File: src/hdl/smp_pkg.sv
`default_nettype none

package smp_pkg;

    localparam int ANGLE_FRAC_BITS_DEF = 16;
    localparam int CORDIC_STAGES_DEF   = 24;
    localparam int DIV_STEPS           = 60;
    localparam int NORM_STEPS          = 6;

    localparam int LAT_W    = 24;
    localparam int LON_W    = 25;
    localparam int EAST_W   = 26;
    localparam int NORTH_W  = 28;
    localparam int RADIUS_W = 23;

    localparam logic [RADIUS_W-1:0] RADIUS_RESET = 23'd6371000;

    localparam logic signed [63:0] ONE_Q60        = 64'sh1000_0000_0000_0000;
    localparam logic [63:0]        PI_Q60         = 64'h3243_F6A8_885A_308D;
    localparam logic signed [63:0] QUARTER_PI_Q60 = 64'sh0C90_FDAA_2216_8C23;
    localparam logic [63:0]        LN2_Q60        = 64'h0B17_217F_7D1C_F79B;

    localparam logic [63:0] RAD_PER_DEG_Q32     = (PI_Q60 / 180) >> 28;
    localparam logic [63:0] RAD_PER_HALFDEG_Q38 = (PI_Q60 / 360) >> 22;
    localparam logic signed [63:0] LN2_Q56      = $signed(LN2_Q60 >> 4);

    localparam logic [63:0] EAST_MAX  = 64'd33554431;
    localparam logic [63:0] NORTH_MAX = 64'd134217727;

    typedef struct packed {
        logic                     lat_neg;
        logic                     pole;
        logic signed [EAST_W-1:0] east;
    } t_side;

    typedef struct packed {
        logic signed [63:0] x;
        logic signed [63:0] y;
        logic signed [63:0] z;
    } t_circ;

    typedef struct packed {
        logic signed [63:0]          x;
        logic signed [63:0]          y;
        logic signed [63:0]          z;
        logic signed [7:0]           e;
        logic [DIV_STEPS-1:0]        q;
        logic                        neg;
    } t_lane;

    typedef t_lane [1:0] t_ln;

    typedef struct packed {
        logic signed [EAST_W-1:0]  easting_m;
        logic signed [NORTH_W-1:0] northing_m;
        logic                      saturated;
    } t_result;

    function automatic logic signed [63:0] f_angle(input int i, input logic hyp);
        logic signed [63:0] acc;
        logic [63:0]        term;
        acc = '0;
        if (!hyp && i == 0) return QUARTER_PI_Q60;
        if (i <= 0 || i > 60) return '0;
        for (int k = 0; k < 31; k++) begin
            if (i * (2 * k + 1) <= 60) begin
                term = (64'd1 << (60 - i * (2 * k + 1))) / 64'(2 * k + 1);
                if (hyp || (k & 1) == 0) begin
                    acc = acc + $signed(term);
                end else begin
                    acc = acc - $signed(term);
                end
            end
        end
        return acc;
    endfunction

    function automatic int f_hyp_shift(input int k);
        if (k < 4) return k + 1;
        if (k < 14) return k;
        return k - 1;
    endfunction

    function automatic int f_hyp_steps(input int stages);
        return stages + 1 + ((stages >= 13) ? 1 : 0);
    endfunction

endpackage

`default_nettype wire

File: src/hdl/smp_div_cell.sv
`default_nettype none

module smp_div_cell (
    input  logic           i_clk,
    input  logic           i_rst_n,
    input  logic           i_en,
    input  logic           i_v,
    input  smp_pkg::t_side i_side,
    input  smp_pkg::t_ln   i_d,
    output logic           o_v,
    output smp_pkg::t_side o_side,
    output smp_pkg::t_ln   o_d
);
    import smp_pkg::*;

    logic        r_v;
    t_side       r_side;
    t_ln         r_d;
    t_ln         n_d;
    logic [63:0] rem2;
    logic        ge;

    // The y field holds the partial remainder and x the divisor.
    always_comb begin
        n_d  = i_d;
        rem2 = '0;
        ge   = 1'b0;
        for (int j = 0; j < 2; j++) begin
            rem2     = {i_d[j].y[62:0], 1'b0};
            ge       = rem2 >= $unsigned(i_d[j].x);
            n_d[j].y = $signed(ge ? rem2 - $unsigned(i_d[j].x) : rem2);
            n_d[j].q = {i_d[j].q[DIV_STEPS-2:0], ge};
        end
    end

    always_ff @(posedge i_clk) begin
        if (!i_rst_n) begin
            r_v <= 1'b0;
        end else if (i_en) begin
            r_v <= i_v;
        end
    end

    always_ff @(posedge i_clk) begin
        if (i_en) begin
            r_side <= i_side;
            r_d    <= n_d;
        end
    end

    assign o_v    = r_v;
    assign o_side = r_side;
    assign o_d    = r_d;

endmodule

`default_nettype wire

File: config.mk
export PLATFORM = sky130hd
export DESIGN_NAME = smp_div_cell
export DESIGN_NICKNAME = d
export VERILOG_FILES = /design/src/hdl/smp_pkg.sv /design/src/hdl/smp_div_cell.sv
export SDC_FILE = /design/constraint.sdc
export NUM_CORES = 1
export LEC_CHECK = 0
export ABC_AREA = 1
export BUFFER_PORTS_ARGS = -buffer_cell sky130_fd_sc_hd__buf_4
export CAP_MARGIN = 10
export CORE_AREA = 2 2 426 428
export CTS_BUF_LIST = sky130_fd_sc_hd__clkbuf_16
export CTS_CLUSTER_DIAMETER = 30
export CTS_CLUSTER_SIZE = 30
export DETAILED_ROUTE_END_ITERATION = 7
export DIE_AREA = 0 0 428 430
export PLACE_DENSITY = 0.34
export RECOVER_POWER = 25
export SYNTH_ARGS = -nofsm -noshare
export SYNTH_HDL_FRONTEND = slang
export SYNTH_SLANG_ARGS = --single-unit
File: constraint.sdc
create_clock -name i_clk -period 2.49 [get_ports i_clk]
set_input_delay 0.1245 -clock i_clk [delete_from_list [all_inputs] [get_ports i_clk]]
set_output_delay 0.1245 -clock i_clk [all_outputs]
set_load 0.03 [all_outputs]
==> impl_metrics.toml <==
[synthesis]
yosysSeqAreaShare = 0.538
synthFlopType = "edfxtp_1"
synth_edf_count = 550
synth_cell_type_count = 30
synth-seq-cells = 551
yosys-top-cells-area = "edfxtp_1, nand2_1, inv_1"
async_flop_share = 0
synth_top_area_frac = 0.537
synth_area_mm2 = 0.0307
synth_area_leader_cell = "edfxtp_1"
ys.warnings.count = 0
synth_fp_nets = 4402
synthCells = 3718
postSynthAreaPerCell_um2 = 8.27

[power]
p_clk_frac = 0.508
swShare = 0.300
pwr-share-seq = 0.264
peakVddDrop_mv = 0.589
pwr-share-comb = 0.228
p_per_area_mw_per_mm2 = 752
leakagePower_nw = 29.1
p_sw_w = 0.0132
p_total_w = 0.0440
p_int_w = 0.0308

[sta]
worst_slew_pin_slew_ns = 1.48
fin_crit_sh = 0.985
hold_ws_ns = 0.0929
drv_slew = 0
finalHoldViolations = 0
setup_tns_ns = 0
rsz0062_at_grt = "false"
fin_crit_ns = 2.45
max_slew_margin = 0.0145
fmax_ghz = 0.408
setup_violations = 0
clock_skew_ns = 0

[floorplanning]
start_util = 0.171
io_pins = 1105
core_area_mm2 = 0.180
die_x_um = 428
die_y_um = 430
die_area_mm2 = 0.184
fp-row-count = 156

[grt]
grt_max_degree = 96
grt.overflow.total = 0
antenna_found_initial = 12
met2_usage = 0.354
first_global_vias = 34800
gr-usage-met1 = 0.183
grt_pass1_wl_um = 239000
grt_use_met3 = 0.0378
busiest_layer = "met2"
track_usage = 0.178

[route]
dr_total_vias = 32800
wl_um = 168000
via_per_inst = 3.79
ant_nets = 0
drtPass1Iterations = 5
drt-initial-drc-count = 1325
wl_per_cell_um = 19.4
drc = 0

[worst_setup_path]
crit_buf_inv = 5
required_ns = 3.03
slowest_stage = "dlygate4sd3_1"
end_kind = "register"
cp_data_arrival_time_ns = 2.99
path_max_fanout = 4
start_kind = "input pin"
crit_path_frequent_cell = "nand2_1"
crit_type = "input pin to register"
crit_chain = "dlygate4sd3_1, buf_4, ha_1, nand2_1, inv_1, nand2_1, nor2_1, buf_4, inv_1, nor2_1, nand2_1, nand2_1, nand2_1, nand2_1, nand2_1, nand3_1, nand2_1"
max_stage_delay_ns = 0.60
cpLargestDelayFamily = "simple AND/OR/NAND/NOR gates"

[cts]
cts_setup_buffers = 0
cts_num_sinks = 551
cts-root-buf = "clkbuf_16"
clockBufferDepth = 3
clk_latency_ns = 0.80
clk_pin_slew_ns = 0.04
tritoncts = "yes"
cts_inserted_buffers = 175
htree_levels = 4

[cells_and_area]
fillers = 19000
fin_cells = 8657
drive_gt1_frac = 0.276
fin_nets = 6817
area_growth_pct = 90.3

[placement]
place_inst = 7549
place.gp.congestion = 0.889
place_hpwl_um = 139000
io_buffers = 1100

[outcome]
status = "finished clean"

[worst_hold_path]
min_path_type = "input pin to register"

[run]
maxCapViolCount = 0
[kinds of logic after synthesis]
| logic type | share of synthesized area |
|---|---|
| compound gates | 0.0163 |
| simple gates | 0.268 |
| fa+ha+maj | 0.0534 |
| flops | 0.538 |
| buf+inv | 0.107 |
| xor+xnor | 0.0177 |
[cell type report]
| class | instances | area [um^2] | share of cell area |
|---|---|---|---|
| timing repair buffer | 2270 | 19000 | 0.324 |
| tap | 2370 | 2970 | 0.0507 |
| sequential | 551 | 16500 | 0.283 |
| multi-input combinational | 2327 | 11000 | 0.187 |
| antenna | 4 | 10.0 | 0.000171 |
| clock buffer | 175 | 4380 | 0.0749 |
| inverter | 808 | 3030 | 0.0518 |
| clock inverter | 152 | 1670 | 0.0285 |
[power by group through the flow]
stage          Clock (W)  Sequential, W  Combinational (W)
2_1_floorplan          0         0.0135            0.00258
6_report          0.0223         0.0116             0.0100
5_1_grt           0.0234         0.0117             0.0108
3_3_place_gp           0         0.0118            0.00922
3_5_place_dp           0         0.0118            0.00919
4_1_cts           0.0228         0.0116             0.0103
[worst paths after layout]
check             startpoint       end  slack, ns  cells past startpoint
setup / recovery    i_d[409]  o_d[453]       0.04                     17
hold / removal      i_d[283]  o_d[284]       0.09                      2
setup reg to reg         o_v       o_v       1.33                      3
hold reg to reg          o_v       o_v       1.09                      3
[cells in the final DEF, fill, tap and decap left out, types with 21 or more instances in the layout]
cell type / instances
nor2_1: 225
a21oi_1: 86
xor2_1: 62
clkinv_1: 34
nand4_1: 37
nand3_1: 225
clkinv_2: 39
ha_1: 128
bufinv_16: 26
edfxtp_1: 550
nand2_1: 1481
clkbuf_16: 175
nor3_1: 21
dlygate4sd3_1: 777
buf_4: 1113
inv_1: 834
clkbuf_1: 61
clkbuf_4: 300
[routing by layer]
layer | routed length (um) | part of all wire
met1 | 62400 | 0.37
met2 | 93000 | 0.55
met3 | 7310 | 0.044
met4 | 5100 | 0.030
met5 | 24 | 0.00014
[synth_stat cells, types with 2 or more instances]
master / instances
nor2_1: 228
nand3_2: 11
and3_1: 2
and2_1: 4
buf_6: 12
nand2_2: 8
nand4_1: 37
ha_1: 128
buf_2: 18
nand2_1: 1482
fa_1: 2
nand3b_1: 2
o21ai_0: 10
edfxtp_1: 550
xor2_1: 62
nand3_1: 225
nor3_1: 24
nor4_1: 6
a21oi_1: 87
nor2_2: 4
inv_1: 807
[state kept, by name, summed over array words and instances, names as in the netlist]
signal / cells
o_side: 28
o_d: 522
o_v: 1
[what timing repair did]
action,in CTS,in global routing
endpoints found under the hold margin,716,0
hold buffers,777,0
setup endpoints to repair,0,5
resized for setup,0,6
[stage by stage]
stage               cell area [um^2]  worst slack [ns]  utilization
global placement               44900            -0.180        0.250
CTS                            58700             0.110        0.327
global route                   58500           0.00419        0.325
floorplan                      30700             0.425            -
detailed placement             44900            -0.170        0.250
finish                         58500            0.0363        0.325
No activity file was read; power rests on OpenSTA's default activity.
