File: config.mk
export PLATFORM = sky130hd
export DESIGN_NAME = smp_hyp_cell
export DESIGN_NICKNAME = d
export VERILOG_FILES = /design/src/hdl/smp_pkg.sv /design/src/hdl/smp_hyp_cell.sv
export SDC_FILE = /design/constraint.sdc
export NUM_CORES = 1
export LEC_CHECK = 0
export BUFFER_PORTS_ARGS = -buffer_cell sky130_fd_sc_hd__buf_2
export CORE_AREA = 2 2 427 429
export DETAILED_ROUTE_END_ITERATION = 10
export DIE_AREA = 0 0 429 431
export PLACE_DENSITY = 0.4
export SYNTH_ARGS = -nofsm -noshare
export SYNTH_HDL_FRONTEND = slang
export SYNTH_SLANG_ARGS = --single-unit
File: constraint.sdc
create_clock -name i_clk -period 15.8 [get_ports i_clk]
set_clock_uncertainty 0.2 [all_clocks]
set_input_delay 0 -clock i_clk [delete_from_list [all_inputs] [get_ports i_clk]]
set_output_delay 0 -clock i_clk [all_outputs]
set_load 0.03 [all_outputs]
File: src/hdl/smp_pkg.sv
`default_nettype none

package smp_pkg;

    localparam int ANGLE_FRAC_BITS_DEF = 16;
    localparam int CORDIC_STAGES_DEF   = 24;
    localparam int DIV_STEPS           = 60;
    localparam int NORM_STEPS          = 6;

    localparam int LAT_W    = 24;
    localparam int LON_W    = 25;
    localparam int EAST_W   = 26;
    localparam int NORTH_W  = 28;
    localparam int RADIUS_W = 23;

    localparam logic [RADIUS_W-1:0] RADIUS_RESET = 23'd6371000;

    localparam logic signed [63:0] ONE_Q60        = 64'sh1000_0000_0000_0000;
    localparam logic [63:0]        PI_Q60         = 64'h3243_F6A8_885A_308D;
    localparam logic signed [63:0] QUARTER_PI_Q60 = 64'sh0C90_FDAA_2216_8C23;
    localparam logic [63:0]        LN2_Q60        = 64'h0B17_217F_7D1C_F79B;

    localparam logic [63:0] RAD_PER_DEG_Q32     = (PI_Q60 / 180) >> 28;
    localparam logic [63:0] RAD_PER_HALFDEG_Q38 = (PI_Q60 / 360) >> 22;
    localparam logic signed [63:0] LN2_Q56      = $signed(LN2_Q60 >> 4);

    localparam logic [63:0] EAST_MAX  = 64'd33554431;
    localparam logic [63:0] NORTH_MAX = 64'd134217727;

    typedef struct packed {
        logic                     lat_neg;
        logic                     pole;
        logic signed [EAST_W-1:0] east;
    } t_side;

    typedef struct packed {
        logic signed [63:0] x;
        logic signed [63:0] y;
        logic signed [63:0] z;
    } t_circ;

    typedef struct packed {
        logic signed [63:0]          x;
        logic signed [63:0]          y;
        logic signed [63:0]          z;
        logic signed [7:0]           e;
        logic [DIV_STEPS-1:0]        q;
        logic                        neg;
    } t_lane;

    typedef t_lane [1:0] t_ln;

    typedef struct packed {
        logic signed [EAST_W-1:0]  easting_m;
        logic signed [NORTH_W-1:0] northing_m;
        logic                      saturated;
    } t_result;

    function automatic logic signed [63:0] f_angle(input int i, input logic hyp);
        logic signed [63:0] acc;
        logic [63:0]        term;
        acc = '0;
        if (!hyp && i == 0) return QUARTER_PI_Q60;
        if (i <= 0 || i > 60) return '0;
        for (int k = 0; k < 31; k++) begin
            if (i * (2 * k + 1) <= 60) begin
                term = (64'd1 << (60 - i * (2 * k + 1))) / 64'(2 * k + 1);
                if (hyp || (k & 1) == 0) begin
                    acc = acc + $signed(term);
                end else begin
                    acc = acc - $signed(term);
                end
            end
        end
        return acc;
    endfunction

    function automatic int f_hyp_shift(input int k);
        if (k < 4) return k + 1;
        if (k < 14) return k;
        return k - 1;
    endfunction

    function automatic int f_hyp_steps(input int stages);
        return stages + 1 + ((stages >= 13) ? 1 : 0);
    endfunction

endpackage

`default_nettype wire

File: src/hdl/smp_hyp_cell.sv
`default_nettype none

module smp_hyp_cell #(
    parameter int STEP = 0
) (
    input  logic           i_clk,
    input  logic           i_rst_n,
    input  logic           i_en,
    input  logic           i_v,
    input  smp_pkg::t_side i_side,
    input  smp_pkg::t_ln   i_d,
    output logic           o_v,
    output smp_pkg::t_side o_side,
    output smp_pkg::t_ln   o_d
);
    import smp_pkg::*;

    localparam int SHIFT = f_hyp_shift(STEP);
    localparam logic signed [63:0] ANGLE = f_angle(SHIFT, 1'b1);

    logic               r_v;
    t_side              r_side;
    t_ln                r_d;
    t_ln                n_d;
    logic signed [63:0] xs;
    logic signed [63:0] ys;

    always_comb begin
        n_d = i_d;
        xs  = '0;
        ys  = '0;
        for (int j = 0; j < 2; j++) begin
            xs = i_d[j].x >>> SHIFT;
            ys = i_d[j].y >>> SHIFT;
            if (i_d[j].y >= 0) begin
                n_d[j].x = i_d[j].x - ys;
                n_d[j].y = i_d[j].y - xs;
                n_d[j].z = i_d[j].z + ANGLE;
            end else begin
                n_d[j].x = i_d[j].x + ys;
                n_d[j].y = i_d[j].y + xs;
                n_d[j].z = i_d[j].z - ANGLE;
            end
        end
    end

    always_ff @(posedge i_clk) begin
        if (!i_rst_n) begin
            r_v <= 1'b0;
        end else if (i_en) begin
            r_v <= i_v;
        end
    end

    always_ff @(posedge i_clk) begin
        if (i_en) begin
            r_side <= i_side;
            r_d    <= n_d;
        end
    end

    assign o_v    = r_v;
    assign o_side = r_side;
    assign o_d    = r_d;

endmodule

`default_nettype wire

==> impl_metrics.yaml, run 1 <==
outcome:
  status: "finished, final reports clean"
clock_network:
  clk_latency_ps: 700
  tritoncts: "built"
  cts.htree.levels: 3
  clk_path_buf_depth: 3
  numCtsBuffers: 77
  clk_pin_slew_ps: 60
  ctsRootBufferMaster: "clkbuf_16"
  clkSinkCount: 551
logic_synthesis:
  yosysUniqueCellTypes: 91
  synthTopCellsByArea: "edfxtp_1 37%, ha_1 8.6%, xor2_1 7.1%"
  synth_most_common_cell: "edfxtp_1"
  synth-seq-cells: 551
  ys_seq_area_frac: 0.370
  async_reset_ff_frac: 0
  yosysTopAreaCell: "edfxtp_1"
  syn-cell-area_um2: 44700
  syn_inst: 4778
  syn-num-nets: 5644
  synth_common_cells: "550 x edfxtp_1, 414 x a21oi_1, 364 x xor2_1"
  yosys_warnings: 0
  syn_avg_cell_area_um2: 9.36
  synth.top_cell.area_share: 0.369
  yosys_most_used_dff: "edfxtp_1"
  synth_edf_count: 550
layout:
  fin_area_um2: 66600
  fill_cells: 18700
  drive_above_1_share: 0.192
  fin_nets: 7748
  syn_to_final_growth_pct: 48.9
  final_cells: 9341
setup_path:
  r2r_slack_ps: 14460
  cp_max_fo: 6
  endpoint_kind: "flip-flop"
  path_class: "in2reg"
  r2r-end: "o_v$_SDFFE_PN0P_"
  startpoint_type: "input port"
  required_ps: 16050
  cp_num_buf_inv: 4
  critPathSlowestCell: "or4_2"
  r2r_start: "o_v$_SDFFE_PN0P_"
  critPathArrivalTime_ps: 8300
  rr_worst_depth: 3
  path_common_cell: "a21o_1"
  slowest_delay_ps: 850
  cp_top_family: "simple AND/OR/NAND/NOR gates"
pwr:
  finalPower_mw: 6.80
  power.leakage_nw: 27.9
  peakVddDrop_v: 0.0000713
  power_density_nw_per_um2: 102
global_routing:
  antenna_found_initial: 49
  grt_max_degree: 107
  grt_first_pass_wirelength_um: 299000
  grt_overflow: 0
  grt_pass1_vias: 46300
  grt_usage: 0.212
place:
  place_hpwl_um: 161000
  dpl_cell_area_um2: 52500
  port_buffers: 1104
  gp_congestion: 0.919
  place_inst: 8032
  place_ws_ps: 8660
timing:
  setup_tns_ps: 0
  setup_viol: 0
  relSlewSlack: 0.356
  final_hold_viol_count: 0
  clock.fmax_ghz: 0.124
  max_slew.worst_pin.slew_ps: 966
  rsz0062_at_grt: "no"
  timing.final.crit_period_ps: 8050
  period_share: 0.509
  worst_slack_ps: 7750
  timing.final.max_slew_violations: 0
floorplan:
  die_w_um: 429
  die_area_um2: 185000
  die_h_um: 431
  row_count: 156
  coreArea_um2: 180000
  initial_core_util: 0.248
  pin_count: 1105
drt:
  ant_nets: 0
  drtIter0Drc: 2738
  dr.pass1.iters: 6
  wl_per_cell_um: 21.9
  drc: 0
  vias: 45900
  vias_per_cell: 4.91
  totalWireLength_um: 204000
job:
  drv_cap: 0
hold_path:
  holdPathEnd: "o_d[228]$_DFFE_PP_"
  whs_path_depth: 3
  min_path_type: "in2reg"
  hp-start: "i_d[228]"
-- timing repair --
item,in CTS,in global routing
setup buffers,0,0
resized for setup,0,0
hold buffers,1141,0
hold endpoints to repair,642,0
-- routing by layer --
metal / GRT usage / wire length (um) / share of wire / vias up
li1: - / - / - / 22200
met1: 0.258 / 86800 / 0.43 / 22000
met2: 0.372 / 100000 / 0.49 / 1288
met3: 0.0277 / 8280 / 0.041 / 311
met4: 0.0908 / 8780 / 0.043 / 0
met5: 0 / 0 / 0 / -
-- how the worst max path moves through the flow --
stage               startpoint            endpoint  slack, ps  depth (start not counted)
floorplan             i_d[196]  o_d[194]$_DFFE_PP_       9250                         25
global placement      i_d[140]  o_d[258]$_DFFE_PP_       8570                         22
detailed placement    i_d[140]  o_d[258]$_DFFE_PP_       8660                         22
CTS                   i_d[140]  o_d[258]$_DFFE_PP_       7850                         25
global route          i_d[140]  o_d[258]$_DFFE_PP_       7310                         25
finish                i_d[140]  o_d[258]$_DFFE_PP_       7750                         25
-- tightest hold or removal path, stage by stage --
cell and delay (ps):
buf_2 140, ha_1 310, xnor2_1 260
-- layout by cell type (no fill, tap or decap), types with 126 or more instances in the layout --
cell           synthesis  final
a21o_1               248    248
a21oi_1              414    414
buf_2                  7   1101
dlygate4sd3_1          0   1141
edfxtp_1             550    550
ha_1                 308    308
inv_1                128    126
nand2_1              327    327
nor2_1               273    273
o21ai_0              317    317
xnor2_1              294    294
xor2_1               364    364
-- per-stage QoR --
stage	hold slack, ps	utilization
3_3_place_gp	-23.4	0.291
5_1_grt	37.9	0.370
4_1_cts	2.83	0.369
6_report	28.6	0.370
3_5_place_dp	-21.8	0.291
2_1_floorplan	-101	-
-- where the power goes --
group / leakage (nW) / switching, mW / internal (mW) / total [mW]
Sequential: 5.39 / 0.0749 / 1.93 / 2.01
Combinational: 21.2 / 1.76 / 1.19 / 2.95
Clock: 1.26 / 0.758 / 1.09 / 1.85
-- registers in the layout (all words and copies together), names as in the netlist --
| name | cells |
|---|---|
| o_v | 1 |
| o_side | 28 |
| o_d | 522 |
-- cell type report --
cell class	instances	area [um^2]	area share
multi-input combinational	3855	26800	0.402
timing repair buffer	2269	17200	0.257
sequential	551	16500	0.248
tap	2370	2970	0.0445
clock buffer	95	1990	0.0299
clock inverter	48	641	0.00962
inverter	128	480	0.00721
antenna	25	62.6	0.000939
-- kinds of logic after synthesis --
family          count (synthesis)  synth area share
compound gates               1566             0.229
xor+xnor                      658             0.129
fa+ha+maj                     325            0.0909
buf+inv                       372            0.0314
flops                         551             0.370
mux                            13           0.00297
simple gates                 1293             0.147
Note: power is estimated with default switching activity, not from simulation.
==> inputs of run 2 (changes only) <==
--- a/config.mk
+++ b/config.mk
@@ -9,7 +9,7 @@
 export CORE_AREA = 2 2 427 429
 export DETAILED_ROUTE_END_ITERATION = 10
 export DIE_AREA = 0 0 429 431
-export PLACE_DENSITY = 0.4
+export PLACE_DENSITY = 0.42
 export SYNTH_ARGS = -nofsm -noshare
 export SYNTH_HDL_FRONTEND = slang
 export SYNTH_SLANG_ARGS = --single-unit
==> constraint.sdc (replaced) <==
create_clock -name i_clk -period 7.2 [get_ports i_clk]
set_clock_uncertainty 0.2 [all_clocks]
set_input_delay 0 -clock i_clk [delete_from_list [all_inputs] [get_ports i_clk]]
set_output_delay 0 -clock i_clk [all_outputs]
set_load 0.03 [all_outputs]
==> run 2 against run 1 <==
Global-route usage is essentially flat. Critical path depth is the same. First-iteration DRC count shrank 1.1%. Sequential power grew 120%. Final area grew 0.23%. Setup slack lost 7500 ps. Cell count grew 0.24%. Register-to-register slack lost 8600 ps. Flip-flop and latch count is the same. Clock-buffer cell count shrank 4. Critical endpoint unchanged. Highest routed layer unchanged.
==> impl_metrics.yaml, run 2 (synthesis gave the netlist of run 1 again) <==
pwr:
  p_comb_frac: 0.435
  power_density_nw_per_um2: 223
  seqPwrFrac: 0.298
  swShare: 0.386
  power.switching_mw: 5.74
  peakVddDrop_v: 0.000161
  power_frac_clock: 0.267
  power.leakage_nw: 27.9
  intPower_mw: 9.14
global_routing:
  antenna_found_initial: 61
  grt_usage: 0.212
  grt_max_degree: 138
  grt_pass1_vias: 46000
  grt_first_pass_wirelength_um: 297000
  grt_overflow: 0
floorplan:
  die_w_um: 429
  die_h_um: 431
  row_count: 156
  die_area_um2: 185000
  initial_core_util: 0.248
  pin_count: 1105
  coreArea_um2: 180000
setup_path:
  path_common_cell: "dlygate4sd3_1"
  critPathSlowestCell: "or4_1"
  cp_max_fo: 8
  path_class: "in2reg"
  startpoint_type: "input port"
  endpoint_kind: "flip-flop"
  critPathArrivalTime_ps: 7230
  required_ps: 7480
  cp_num_buf_inv: 5
  slowest_delay_ps: 580
  cp_top_family: "simple AND/OR/NAND/NOR gates"
timing:
  timing.final.max_slew_violations: 0
  period_share: 0.965
  worst_slack_ps: 252
  max_slew.worst_pin.slew_ps: 1140
  setup_tns_ps: 0
  hold_slack_ps: 73.3
  final_hold_viol_count: 0
  rsz0062_at_grt: "no"
  timing.final.crit_period_ps: 6950
  setup_viol: 0
  relSlewSlack: 0.241
  clock.fmax_ghz: 0.144
drt:
  vias_per_cell: 4.91
  wl_met1_um: 84800
  wl_met2_um: 102000
  maxUsedRoutingLayer: "met4"
  ant_nets: 0
  vias: 46000
  drtIter0Drc: 2708
  wl_per_cell_um: 21.9
  drc: 0
  routed-wl-met3_um: 8920
  dr.pass1.iters: 6
  totalWireLength_um: 205000
job:
  drv_cap: 0
clock_network:
  clkSinkCount: 551
  cts_setup_buffers: 0
  clk_pin_slew_ps: 60
  cts.htree.levels: 3
  ctsRootBufferMaster: "clkbuf_16"
  tritoncts: "built"
  clk_latency_ps: 700
  numCtsBuffers: 78
  clk_path_buf_depth: 3
place:
  place_hpwl_um: 162000
  place_ws_ps: 626
  gp_congestion: 0.908
  dpl_cell_area_um2: 52600
  port_buffers: 1104
layout:
  syn_to_final_growth_pct: 49.3
  fill_cells: 18600
  final_common_cell: "dlygate4sd3_1"
  fin_nets: 7758
  layout_common_cells: "1144 x dlygate4sd3_1, 1102 x buf_2, 550 x edfxtp_1"
  drive_above_1_share: 0.193
  seq_area_um2: 16500
  largest_reg_flops: 522
  multiInputGateArea_um2: 26800
  fin_area_um2: 66800
outcome:
  status: "finished, final reports clean"
hold_path:
  min_path_type: "in2reg"
## run 2: area by class of cell
class                      instances  area share
antenna                           41     0.00154
clock buffer                      91      0.0300
sequential                       551       0.248
tap                             2370      0.0444
inverter                         128     0.00720
timing repair buffer            2278       0.259
multi-input combinational       3855       0.402
clock inverter                    49     0.00883
## run 2: through the flow
| stage | util | power, mW | cells |
|---|---|---|---|
| final | 0.371 | 14.9 | 9363 |
| after global routing | 0.371 | 15.7 | 9358 |
| after global placement | 0.292 | 9.90 | 8037 |
| after floorplan | - | 7.90 | 4778 |
| after CTS | 0.370 | 15.1 | 9322 |
| after detailed placement | 0.292 | 9.86 | 8038 |
## run 2: layer usage
metal / vias up / global-route usage
met3: 317 / 0.0308
met2: 1374 / 0.376
met1: 22000 / 0.253
li1: 22200 / -
met4: 0 / 0.0963
met5: - / 0
## run 2: power groups by stage
| stage | combinational [mW] | sequential (mW) | clock (mW) |
|---|---|---|---|
| after floorplan | 2.39 | 5.51 | 0 |
| after global placement | 5.41 | 4.49 | 0 |
| after detailed placement | 5.37 | 4.49 | 0 |
| after CTS | 6.49 | 4.44 | 4.13 |
| after global routing | 6.95 | 4.48 | 4.25 |
| final | 6.47 | 4.43 | 3.97 |
## run 2: path summary, 6_finish.rpt
check | slack (ps) | endpoint | startpoint | depth (start not counted)
hold / removal | 70 | o_d[437]$_DFFE_PP_ | i_d[437] | 4
setup / recovery | 250 | o_d[258]$_DFFE_PP_ | i_d[151] | 25
setup reg to reg | 5850 | o_v$_SDFFE_PN0P_ | o_v$_SDFFE_PN0P_ | 3
hold reg to reg | 870 | o_v$_SDFFE_PN0P_ | o_v$_SDFFE_PN0P_ | 3
## run 2: worst reg2reg max path: stages (launching register included)
cell	delay, ps
dfxtp_1	310
mux2i_1	120
nor2b_1	60
dlygate4sd3_1	550
## run 2: timing repair
| item | 4_1_cts | 5_1_grt |
|---|---|---|
| hold endpoints to repair | 723 | 0 |
| resized for setup | 0 | 10 |
| hold buffers | 1144 | 0 |
| setup endpoints to repair | 0 | 7 |
