<file path="src/hdl/smp_pkg.sv">
`default_nettype none

package smp_pkg;

    localparam int ANGLE_FRAC_BITS_DEF = 16;
    localparam int CORDIC_STAGES_DEF   = 24;
    localparam int DIV_STEPS           = 60;
    localparam int NORM_STEPS          = 6;

    localparam int LAT_W    = 24;
    localparam int LON_W    = 25;
    localparam int EAST_W   = 26;
    localparam int NORTH_W  = 28;
    localparam int RADIUS_W = 23;

    localparam logic [RADIUS_W-1:0] RADIUS_RESET = 23'd6371000;

    localparam logic signed [63:0] ONE_Q60        = 64'sh1000_0000_0000_0000;
    localparam logic [63:0]        PI_Q60         = 64'h3243_F6A8_885A_308D;
    localparam logic signed [63:0] QUARTER_PI_Q60 = 64'sh0C90_FDAA_2216_8C23;
    localparam logic [63:0]        LN2_Q60        = 64'h0B17_217F_7D1C_F79B;

    localparam logic [63:0] RAD_PER_DEG_Q32     = (PI_Q60 / 180) >> 28;
    localparam logic [63:0] RAD_PER_HALFDEG_Q38 = (PI_Q60 / 360) >> 22;
    localparam logic signed [63:0] LN2_Q56      = $signed(LN2_Q60 >> 4);

    localparam logic [63:0] EAST_MAX  = 64'd33554431;
    localparam logic [63:0] NORTH_MAX = 64'd134217727;

    typedef struct packed {
        logic                     lat_neg;
        logic                     pole;
        logic signed [EAST_W-1:0] east;
    } t_side;

    typedef struct packed {
        logic signed [63:0] x;
        logic signed [63:0] y;
        logic signed [63:0] z;
    } t_circ;

    typedef struct packed {
        logic signed [63:0]          x;
        logic signed [63:0]          y;
        logic signed [63:0]          z;
        logic signed [7:0]           e;
        logic [DIV_STEPS-1:0]        q;
        logic                        neg;
    } t_lane;

    typedef t_lane [1:0] t_ln;

    typedef struct packed {
        logic signed [EAST_W-1:0]  easting_m;
        logic signed [NORTH_W-1:0] northing_m;
        logic                      saturated;
    } t_result;

    function automatic logic signed [63:0] f_angle(input int i, input logic hyp);
        logic signed [63:0] acc;
        logic [63:0]        term;
        acc = '0;
        if (!hyp && i == 0) return QUARTER_PI_Q60;
        if (i <= 0 || i > 60) return '0;
        for (int k = 0; k < 31; k++) begin
            if (i * (2 * k + 1) <= 60) begin
                term = (64'd1 << (60 - i * (2 * k + 1))) / 64'(2 * k + 1);
                if (hyp || (k & 1) == 0) begin
                    acc = acc + $signed(term);
                end else begin
                    acc = acc - $signed(term);
                end
            end
        end
        return acc;
    endfunction

    function automatic int f_hyp_shift(input int k);
        if (k < 4) return k + 1;
        if (k < 14) return k;
        return k - 1;
    endfunction

    function automatic int f_hyp_steps(input int stages);
        return stages + 1 + ((stages >= 13) ? 1 : 0);
    endfunction

endpackage

`default_nettype wire

</file>
<file path="src/hdl/smp_circ_cell.sv">
`default_nettype none

module smp_circ_cell #(
    parameter int SHIFT = 0
) (
    input  logic           i_clk,
    input  logic           i_rst_n,
    input  logic           i_en,
    input  logic           i_v,
    input  smp_pkg::t_side i_side,
    input  smp_pkg::t_circ i_d,
    output logic           o_v,
    output smp_pkg::t_side o_side,
    output smp_pkg::t_circ o_d
);
    import smp_pkg::*;

    localparam logic signed [63:0] ANGLE = f_angle(SHIFT, 1'b0);

    logic               r_v;
    t_side              r_side;
    t_circ              r_d;
    t_circ              n_d;
    logic signed [63:0] xs;
    logic signed [63:0] ys;

    always_comb begin
        xs  = i_d.x >>> SHIFT;
        ys  = i_d.y >>> SHIFT;
        n_d = i_d;
        if (i_d.z >= 0) begin
            n_d.x = i_d.x - ys;
            n_d.y = i_d.y + xs;
            n_d.z = i_d.z - ANGLE;
        end else begin
            n_d.x = i_d.x + ys;
            n_d.y = i_d.y - xs;
            n_d.z = i_d.z + ANGLE;
        end
    end

    always_ff @(posedge i_clk) begin
        if (!i_rst_n) begin
            r_v <= 1'b0;
        end else if (i_en) begin
            r_v <= i_v;
        end
    end

    always_ff @(posedge i_clk) begin
        if (i_en) begin
            r_side <= i_side;
            r_d    <= n_d;
        end
    end

    assign o_v    = r_v;
    assign o_side = r_side;
    assign o_d    = r_d;

endmodule

`default_nettype wire

</file>
<file path="config.mk">
export PLATFORM = sky130hd
export DESIGN_NAME = smp_circ_cell
export DESIGN_NICKNAME = d
export VERILOG_FILES = /design/src/hdl/smp_pkg.sv /design/src/hdl/smp_circ_cell.sv
export SDC_FILE = /design/constraint.sdc
export NUM_CORES = 1
export LEC_CHECK = 0
export BUFFER_PORTS_ARGS = -buffer_cell sky130_fd_sc_hd__buf_2
export CAP_MARGIN = 10
export CORE_ASPECT_RATIO = 1.5
export CORE_MARGIN = 1
export CORE_UTILIZATION = 50
export DETAILED_ROUTE_END_ITERATION = 7
export GPL_TIMING_DRIVEN = 0
export PLACE_DENSITY = 0.86
export SKIP_CTS_REPAIR_TIMING = 1
export SYNTH_ARGS = -nofsm -noshare
export SYNTH_HDL_FRONTEND = slang
export SYNTH_SLANG_ARGS = --single-unit
</file>
<file path="constraint.sdc">
create_clock -name i_clk -period 5.5 [get_ports i_clk]
set_input_delay 1.1 -clock i_clk [delete_from_list [all_inputs] [get_ports i_clk]]
set_output_delay 1.1 -clock i_clk [all_outputs]
set_load 0.03 [all_outputs]
</file>
==> results of run 1 <==
## power groups by stage
stage          Sequential [W]  Clock, W  Combinational, W
2_1_floorplan         0.00286         0           0.00145
3_3_place_gp          0.00231         0           0.00299
3_5_place_dp          0.00231         0           0.00300
4_1_cts               0.00228   0.00174           0.00303
5_1_grt               0.00230   0.00179           0.00329
6_report              0.00228   0.00172           0.00314
## flip-flops by register name (all words and copies together), names as in the netlist
register,count
o_v,1
o_d,191
o_side,28
## tightest hold or removal path: cells and delay by family, from the launching register on
family	cells	cell delay, ns
multiplexers	1	0.12
AND/OR/NAND/NOR	1	0.06
flip-flops	1	0.31
## cell usage in the layout, fill, tap and decap left out, drive strengths merged, types with 17 or more instances in the layout
| cell | n |
|---|---|
| a21o | 77 |
| o21a | 30 |
| nor2b | 28 |
| nor3 | 39 |
| o21ai | 183 |
| nand2b | 29 |
| o211ai | 18 |
| buf | 483 |
| xnor2 | 150 |
| o31ai | 35 |
| ha | 252 |
| nand3 | 43 |
| a21oi | 365 |
| nor2 | 206 |
| a31oi | 24 |
| mux2i | 29 |
| clkbuf | 107 |
| o21bai | 67 |
| inv | 217 |
| xor2 | 34 |
| nor4 | 24 |
| a21boi | 17 |
| nand2 | 153 |
| a211oi | 29 |
| edfxtp | 219 |
| nand4 | 51 |
## layout make-up
| type | instances | share of cell area (%) |
|---|---|---|
| multi-input cells | 2050 | 54.58 |
| inverters | 219 | 3.192 |
| repair buffers | 447 | 8.851 |
| diodes | 12 | 0.1161 |
| plain buffers | 115 | 1.823 |
| clock buffers | 28 | 2.462 |
| well taps | 570 | 2.757 |
| clock inverters | 16 | 0.7206 |
| flip-flops and latches | 220 | 25.50 |
## cells by family after synthesis
family,after synthesis
AOI/OAI and AO/OA,951
xor gates and xnor gates,184
adders and majority gates,256
buffers and inverters,335
DFF,220
muxes,29
and+or+nand+nor,630
## layer usage
metal	GRT usage, %	vias up	wire length [um]
met5	0	-	45
met2	68.35	1596	43550
met3	7.689	481	8135
met4	30.41	6	7898
li1	-	10445	-
met1	40.11	10684	30260
## path summary, 6_finish.rpt
| path | end | slack, ns | depth (start not counted) |
|---|---|---|---|
| max | o_d[125] | 0.07 | 14 |
| max reg2reg | o_v | 4.90 | 2 |
| min | o_v | 0.54 | 2 |
| min reg2reg | o_v | 0.54 | 2 |
## stage by stage
stage | setup TNS (ns) | std cells | total power [W] | hold WS (ns)
floorplan | 0 | 2605 | 0.004310 | 0.6404
global placement | -22.88 | 3618 | 0.005295 | 0.5012
detailed placement | -7.768 | 3620 | 0.005310 | 0.5244
CTS | -0.1738 | 3664 | 0.007044 | 0.5416
global route | 0 | 3670 | 0.007379 | 0.5531
finish | 0 | 3677 | 0.007134 | 0.5354
==> impl_summary.md, run 1 <==
Run status
The flow ran to the end, and the final reports show no timing, DRC or antenna violations.

Synthesis
The number of register bits inferred by synthesis is 220. Of the post-synthesis cell area, the part taken by muxes is 1.319%. The fraction of registers with async set or reset after synthesis is 0%. The post-synthesis area per instance is 8.446 um^2.

After synthesis, the cell types taking the most area are sky130_fd_sc_hd__edfxtp_1, sky130_fd_sc_hd__ha_1, sky130_fd_sc_hd__a21oi_1. The count of flip-flops with a built-in enable after synthesis is 219. The largest area contributor in the netlist is sky130_fd_sc_hd__edfxtp_1. The commonest cells after synthesis are sky130_fd_sc_hd__a21oi_1, sky130_fd_sc_hd__ha_1, sky130_fd_sc_hd__edfxtp_1. The synthesized netlist devotes 7.325% of its cell area to XOR and XNOR gates. Counting every net in the synthesized netlist gives 3085. After synthesis, the netlist uses 85 different library cells. The most used flip-flop cell after synthesis is sky130_fd_sc_hd__edfxtp_1. After Yosys synthesis, and, or, nand and nor cells account for 13.51% of the synthesized area. The share of the synthesized area in the top cell type is 29.89%.

The arithmetic-cell share of the synthesized area counting full adders, half adders and majority gates is 14.70%. The most numerous cell in the Yosys netlist is sky130_fd_sc_hd__a21oi_1. The portion of the post-synthesis area used by sequential elements is 29.98%.

The synthesized instance count is 2605. Summing the areas of all compound-gate instances in the mapped netlist gives 27.30% of the synthesized area. The number of warnings issued by yosys is 0. By area, the combinational part of the netlist is dominated by compound AO/OA/AOI/OAI gates. In this run the cell area of the synthesized design comes to 0.02200 mm^2.

Die
The floorplan step defined a die boundary enclosing 0.04486 mm^2. Once the floorplan was initialized, standard cells occupied 50.96% of the core. The die is 258.9 um tall. The die is 173.3 um wide. The top-level port count is 445. The number of placement rows is 93.

The core region is 0.04317 mm^2.

STA
Setup repair after global routing left no endpoint under its margin. Static timing analysis puts the maximum clock frequency at 184.1 MHz. The clock skew is 0 ns. The count of final setup violators is 0. Headroom to the max-slew limit came out at 14.63%. Across all setup checks in the final design, the least slack found is 0.06833 ns. The worst path needs 5.432 ns of the cycle, external delays included. For the pin with the worst max-slew slack, the measured transition is 1.267 ns. The final-report max-slew violation count is 0.

The hold violation count in the final report came to 0. In the finished design, the share of the clock period the worst path needs comes to 98.76%.

Detailed routing
For this run, design rule violations remaining after detail routing come to 0. The detailed router's first-iteration violation count is 2521. Summed over all layers, the routed wires come to 89890 um. Dividing the detail-routed wire length by the instance count gives 24.45 um.

The first TritonRoute pass finished after 8 iterations. The routed layout has 23212 vias. Using the TritonRoute via totals, the vias-per-cell ratio works out to 6.313.

The final antenna-violating net count is 0.

Place
Routability-driven placement finished with a final weighted congestion of 1.109. Buffers placed on the I/O ports in this run total 443. The post-placement setup slack is -0.6442 ns. Summed over all nets, the half-perimeter wirelength after detailed placement is 70340 um. In this run the cell area measured after placement is 0.02499 mm^2.

Power and ir drop
The internal power component is 0.004144 W. In this run, the clock network consumes 24.1% of the power. The combinational share of power is 44.0%. Of the total power, the share spent switching nets is 41.92%. The analysis attributes to net switching a power of 0.002990 W. The worst ir drop on vdd is 0.2452 mV. Per report_power, the sequential group accounts for 31.9% of the total.

The reported leakage power is 11.33 nW. For this design the ratio of total power to cell area is 275.8 mW/mm^2.

Cells and area
The number of nets in the finished design is 3557. The post-route netlist has 17.71% of its cells at a drive strength greater than 1. The post-layout utilization of the core is 59.93%. With fillers left out, the area of the finished cells amounts to 0.02587 mm^2. The area growth from synthesis to layout is 17.58%.

The layout has 3953 filler cells. The combined area of the multi-input logic cells is 0.01412 mm^2. In the final layout, flip-flops and latches occupy 0.006596 mm^2.

CTS
Counting the buffers created by CTS gives 24. The clock tree from TritonCTS is yes. The clock drives 220 sinks. The maximum count of clock buffers along a single path is 3. CTS built an H-tree with a depth of 1. The cell sitting at the root of the clock tree is a sky130_fd_sc_hd__clkbuf_16. The clock input transition at the sequential cells of the worst setup and hold paths is 0.07 ns.

The source-to-sink clock delay at the later pin of the worst-skew pair is 0.55 ns.

Worst setup path
Of all nets on the critical path, the largest fanout is 10. The maximum cell stage delay along the critical path is 0.94 ns. The required time of the worst setup path is 5.78 ns. The type of origin of the critical path is an input pin. The most common cell type on the critical path is sky130_fd_sc_hd__a31oi_1. The critical path contains buffers and inverters numbering 3 combined. Among all stages on the critical path, the largest delay is contributed by sky130_fd_sc_hd__a31oi_1. The launch instance of the worst register-to-register path is o_v. The cell type group with the largest total delay on the critical path is compound AO/OA/AOI/OAI gates. The arrival time at the worst endpoint is 5.72 ns.

The category of the worst setup path capture point is a register. Walking the worst path, the cells encountered are buf_2, inv_1, ha_1, clkbuf_1, nand2_1, a31oi_1, a311oi_1, a31oi_1, a31oi_1, o21ai_0, nand3_1, nand3_1, o21ai_0, xnor2_1. The worst setup path is of the input pin to register kind. Tracing the worst setup path back leads to its startpoint at i_d[77].

Global routing
The all-layer global routing usage is 38.68%. The number of antenna violations at the first check in global routing came to 17. The global-route wire length before repair is 132100 um. Entering global routing, the biggest net connects 128 pins. The number of global-route vias before repair is 22662. The total congestion overflow is 0.

Hold path
The origin of the worst min-delay path is o_v. In this run the worst hold path is classified as register to register.

Flow run
The tool flagged a number of max-cap violations equal to 0.
(Power assumes the default switching activity.)
==> run 2, diff against run 1 <==
Settings changed: ABC_CLOCK_PERIOD_IN_PS from default to 5800, PLACE_DENSITY 0.86 to 0.83.
Clock period 5.5 ns to 5.8 ns, I/O delays scaled along.
==> run 2 against run 1 <==
Setup slack improved by 0.081 ns. Combinational power down 5%. Register-to-register slack better by 0.30 ns. Critical path depth rose by 3. First-iteration DRC count down 26%. Via count down 1.3%. Sequential share of layout area hardly changed.
==> impl_summary.md, run 2 (synthesized netlist as in run 1, its figures left out) <==
Run status
The flow ran to the end, and the final reports show no timing, DRC or antenna violations.

CTS
The sink count of the clock tree is 220 (unchanged). The number of buffers created by CTS is 24 (unchanged). The maximum count of clock buffers along a single path is 3 (unchanged). The maximum level of the CTS H-tree is 1 (unchanged). The buffer type at the clock tree root is sky130_fd_sc_hd__clkbuf_16.

The source-to-sink clock delay at the later pin of the worst-skew pair was 0.56 ns (about the same). The clock tree from TritonCTS is yes. The clock input transition at the sequential cells of the worst setup and hold paths was 0.06 ns (about the same).

Cells and area
From synthesis to final layout, the design area changed by 17.40%. The filler cell count came to 4045 (+2.3%). The number of nets in the finished design is 3555 (-0.056%). The combined area of the multi-input logic cells was 0.01411 mm^2 (about the same).

The flip-flop count of the largest register, all copies and words added is 191 (unchanged). The commonest non-fill, non-tap cell in the layout is sky130_fd_sc_hd__buf_2. The fraction of final layout cells sized beyond drive strength 1 came to 17.59% (-0.12 points).

The post-layout utilization of the core is 59.83% (-0.096 points). The library cells used most frequently in the layout, excluding fill and tap cells, are sky130_fd_sc_hd__buf_2, sky130_fd_sc_hd__a21oi_1, sky130_fd_sc_hd__ha_1. The area of all placed cells without fillers is 0.02583 mm^2 (-0.16%). The total area of sequential cells came to 0.006596 mm^2 (unchanged).

STA
Setup repair after global routing left no endpoint under its margin. The final critical delay including setup and external delays is 5.650 ns. The final-report max-slew violation count was 0 (unchanged).

The tightest slew margin relative to the limit is 5.048% (-9.6 points). The hold violation count in the final report was 0 (unchanged). The worst path uses 97.42% of the clock period. The total negative slack came to 0 ns (unchanged).

The count of final setup violators is 0 (unchanged). The clock skew is 0 ns (unchanged). Derived from the worst setup path, the maximum achievable clock frequency is 177.0 MHz.

The minimum setup slack in the final design came to 0.1496 ns (+0.08128 ns). The slew at the pin closest to its max-slew limit was 1.409 ns (+0.1422 ns).

Worst setup path
The critical path in this run is classified as input pin to register. The arrival time at the worst endpoint is 5.95 ns (+0.23 ns). The required time of the worst setup path is 6.10 ns (+0.32 ns).

The worst setup path is captured at a register. The launch instance of the worst register-to-register path is o_v. The worst setup path is launched from an input pin. The worst setup slack for register-to-register paths is 5.20 ns (+0.30 ns). The number of cell instances on the worst register-to-register path is 2 (unchanged). The maximum fanout encountered on the critical timing path is 29 (+19). The worst register-to-register path ends at o_v.

Place
The placement-stage cell area was 0.02499 mm^2 (unchanged). The post-placement setup slack is -0.5929 ns (+0.05139 ns). The post-DP HPWL is 72320 um (+2.8%). The count of input and output buffers was 443 (unchanged). The routability congestion estimate was 1.075 (-3.0%).

Detailed routing
The average wire per standard cell came to 24.75 um (+1.2%). The wire length after detailed routing came to 90860 um (+1.1%). The overall via count from detail_route is 22900 (-1.3%). The detailed router's first-iteration violation count is 1874 (-26%). The via density per instance is 6.238 (-1.2%). The total iterations of the first detailed-routing run is 7 (-1). The number of DRC violations after detailed routing was 0 (unchanged). The final antenna-violating net count was 0 (unchanged).

Die
The overall die width is 173.3 um (unchanged). The die height is 258.9 um (unchanged). The area enclosed by the die boundary was 0.04486 mm^2 (unchanged). The initial cell density of the core is 50.96% (unchanged). The core area is 0.04317 mm^2 (unchanged). The top-level port count is 445 (unchanged). The number of placement rows came to 93 (unchanged).

Power and ir drop
The reported leakage power is 11.31 nW (-0.16%). The ratio of total power to cell area is 261.4 mW/mm^2 (-5.2%). The worst ir drop on vdd is 0.2151 mV (-12%).

Global routing
The maximum number of pins on one net before global-route repair is 131 (+2.3%). The number of global-route vias before repair is 22638 (-0.11%). The global-route wire length before repair is 133700 um (+1.2%). The all-layer global routing usage is 39.49% (+0.81 points). The number of antenna violations at the first check in global routing is 13 (-4).

The total congestion overflow is 0 (unchanged).

Hold path
The origin of the worst min-delay path is o_v. The number of stages on the worst hold path is 2 (unchanged). For hold timing, the worst endpoint is o_v.

The tightest min-delay check is of the register to register type.

Flow run
The number of violations of the max-capacitance limit came to 0 (unchanged).
run 2: stage by stage:
step / hold WS [ns] / power (W) / instances
2_1_floorplan: 0.6404 / 0.004087 / 2605
3_3_place_gp: 0.5031 / 0.005061 / 3618
3_5_place_dp: 0.5255 / 0.005061 / 3620
4_1_cts: 0.5354 / 0.006692 / 3664
5_1_grt: 0.5429 / 0.006995 / 3669
6_report: 0.5323 / 0.006751 / 3671
run 2: metal layers:
layer | GRT usage (%) | routed length, um | share of wire, %
met1 | 40.72 | 30900 | 34
met2 | 69.70 | 44160 | 49
met3 | 6.678 | 7076 | 7.8
met4 | 33.82 | 8685 | 9.6
met5 | 0 | 39 | 0.043
run 2: worst max path at each step:
stage                 start       to  slack, ns  cells after the start
floorplan           i_d[63]  o_d[57]       0.15                     16
CTS                 i_d[63]  o_d[57]      -0.03                     17
global placement    i_d[63]  o_d[57]      -2.15                     16
detailed placement  i_d[63]  o_d[57]      -0.59                     17
finish              i_d[63]  o_d[57]       0.15                     17
global route        i_d[63]  o_d[57]      0.005                     17
run 2: power breakdown:
group	leakage (nW)	switching, W	internal (W)
combinational	8.77	0.00208	0.000904
clock	0.387	0.000689	0.000921
sequential	2.15	0.0000688	0.00209
total	11.3	0.00283	0.00392
run 2: layout make-up:
class / count / area share (%)
Multi-Input combinational cell: 2050 / 54.64
Antenna cell: 8 / 0.07751
Tap cell: 570 / 2.761
Buffer: 115 / 1.821
Timing Repair Buffer: 445 / 8.807
Inverter: 219 / 3.183
Clock inverter: 13 / 0.5426
Sequential cell: 220 / 25.54
Clock buffer: 31 / 2.626
run 2: worst max-delay path, cell delays in order:
cell	delay [ns]
sky130_fd_sc_hd__clkbuf_1	0.39
sky130_fd_sc_hd__inv_1	0.39
sky130_fd_sc_hd__clkbuf_4	0.45
sky130_fd_sc_hd__buf_12	0.27
sky130_fd_sc_hd__ha_1	0.28
sky130_fd_sc_hd__clkbuf_1	0.18
sky130_fd_sc_hd__a21oi_1	0.31
sky130_fd_sc_hd__o21ai_0	0.17
sky130_fd_sc_hd__a21oi_1	0.23
sky130_fd_sc_hd__nand2_1	0.10
sky130_fd_sc_hd__o21ai_2	0.32
sky130_fd_sc_hd__o311ai_4	0.16
sky130_fd_sc_hd__a221oi_2	0.48
sky130_fd_sc_hd__o31ai_4	0.12
sky130_fd_sc_hd__a221oi_2	0.54
sky130_fd_sc_hd__o21bai_1	0.17
sky130_fd_sc_hd__xor2_1	0.19
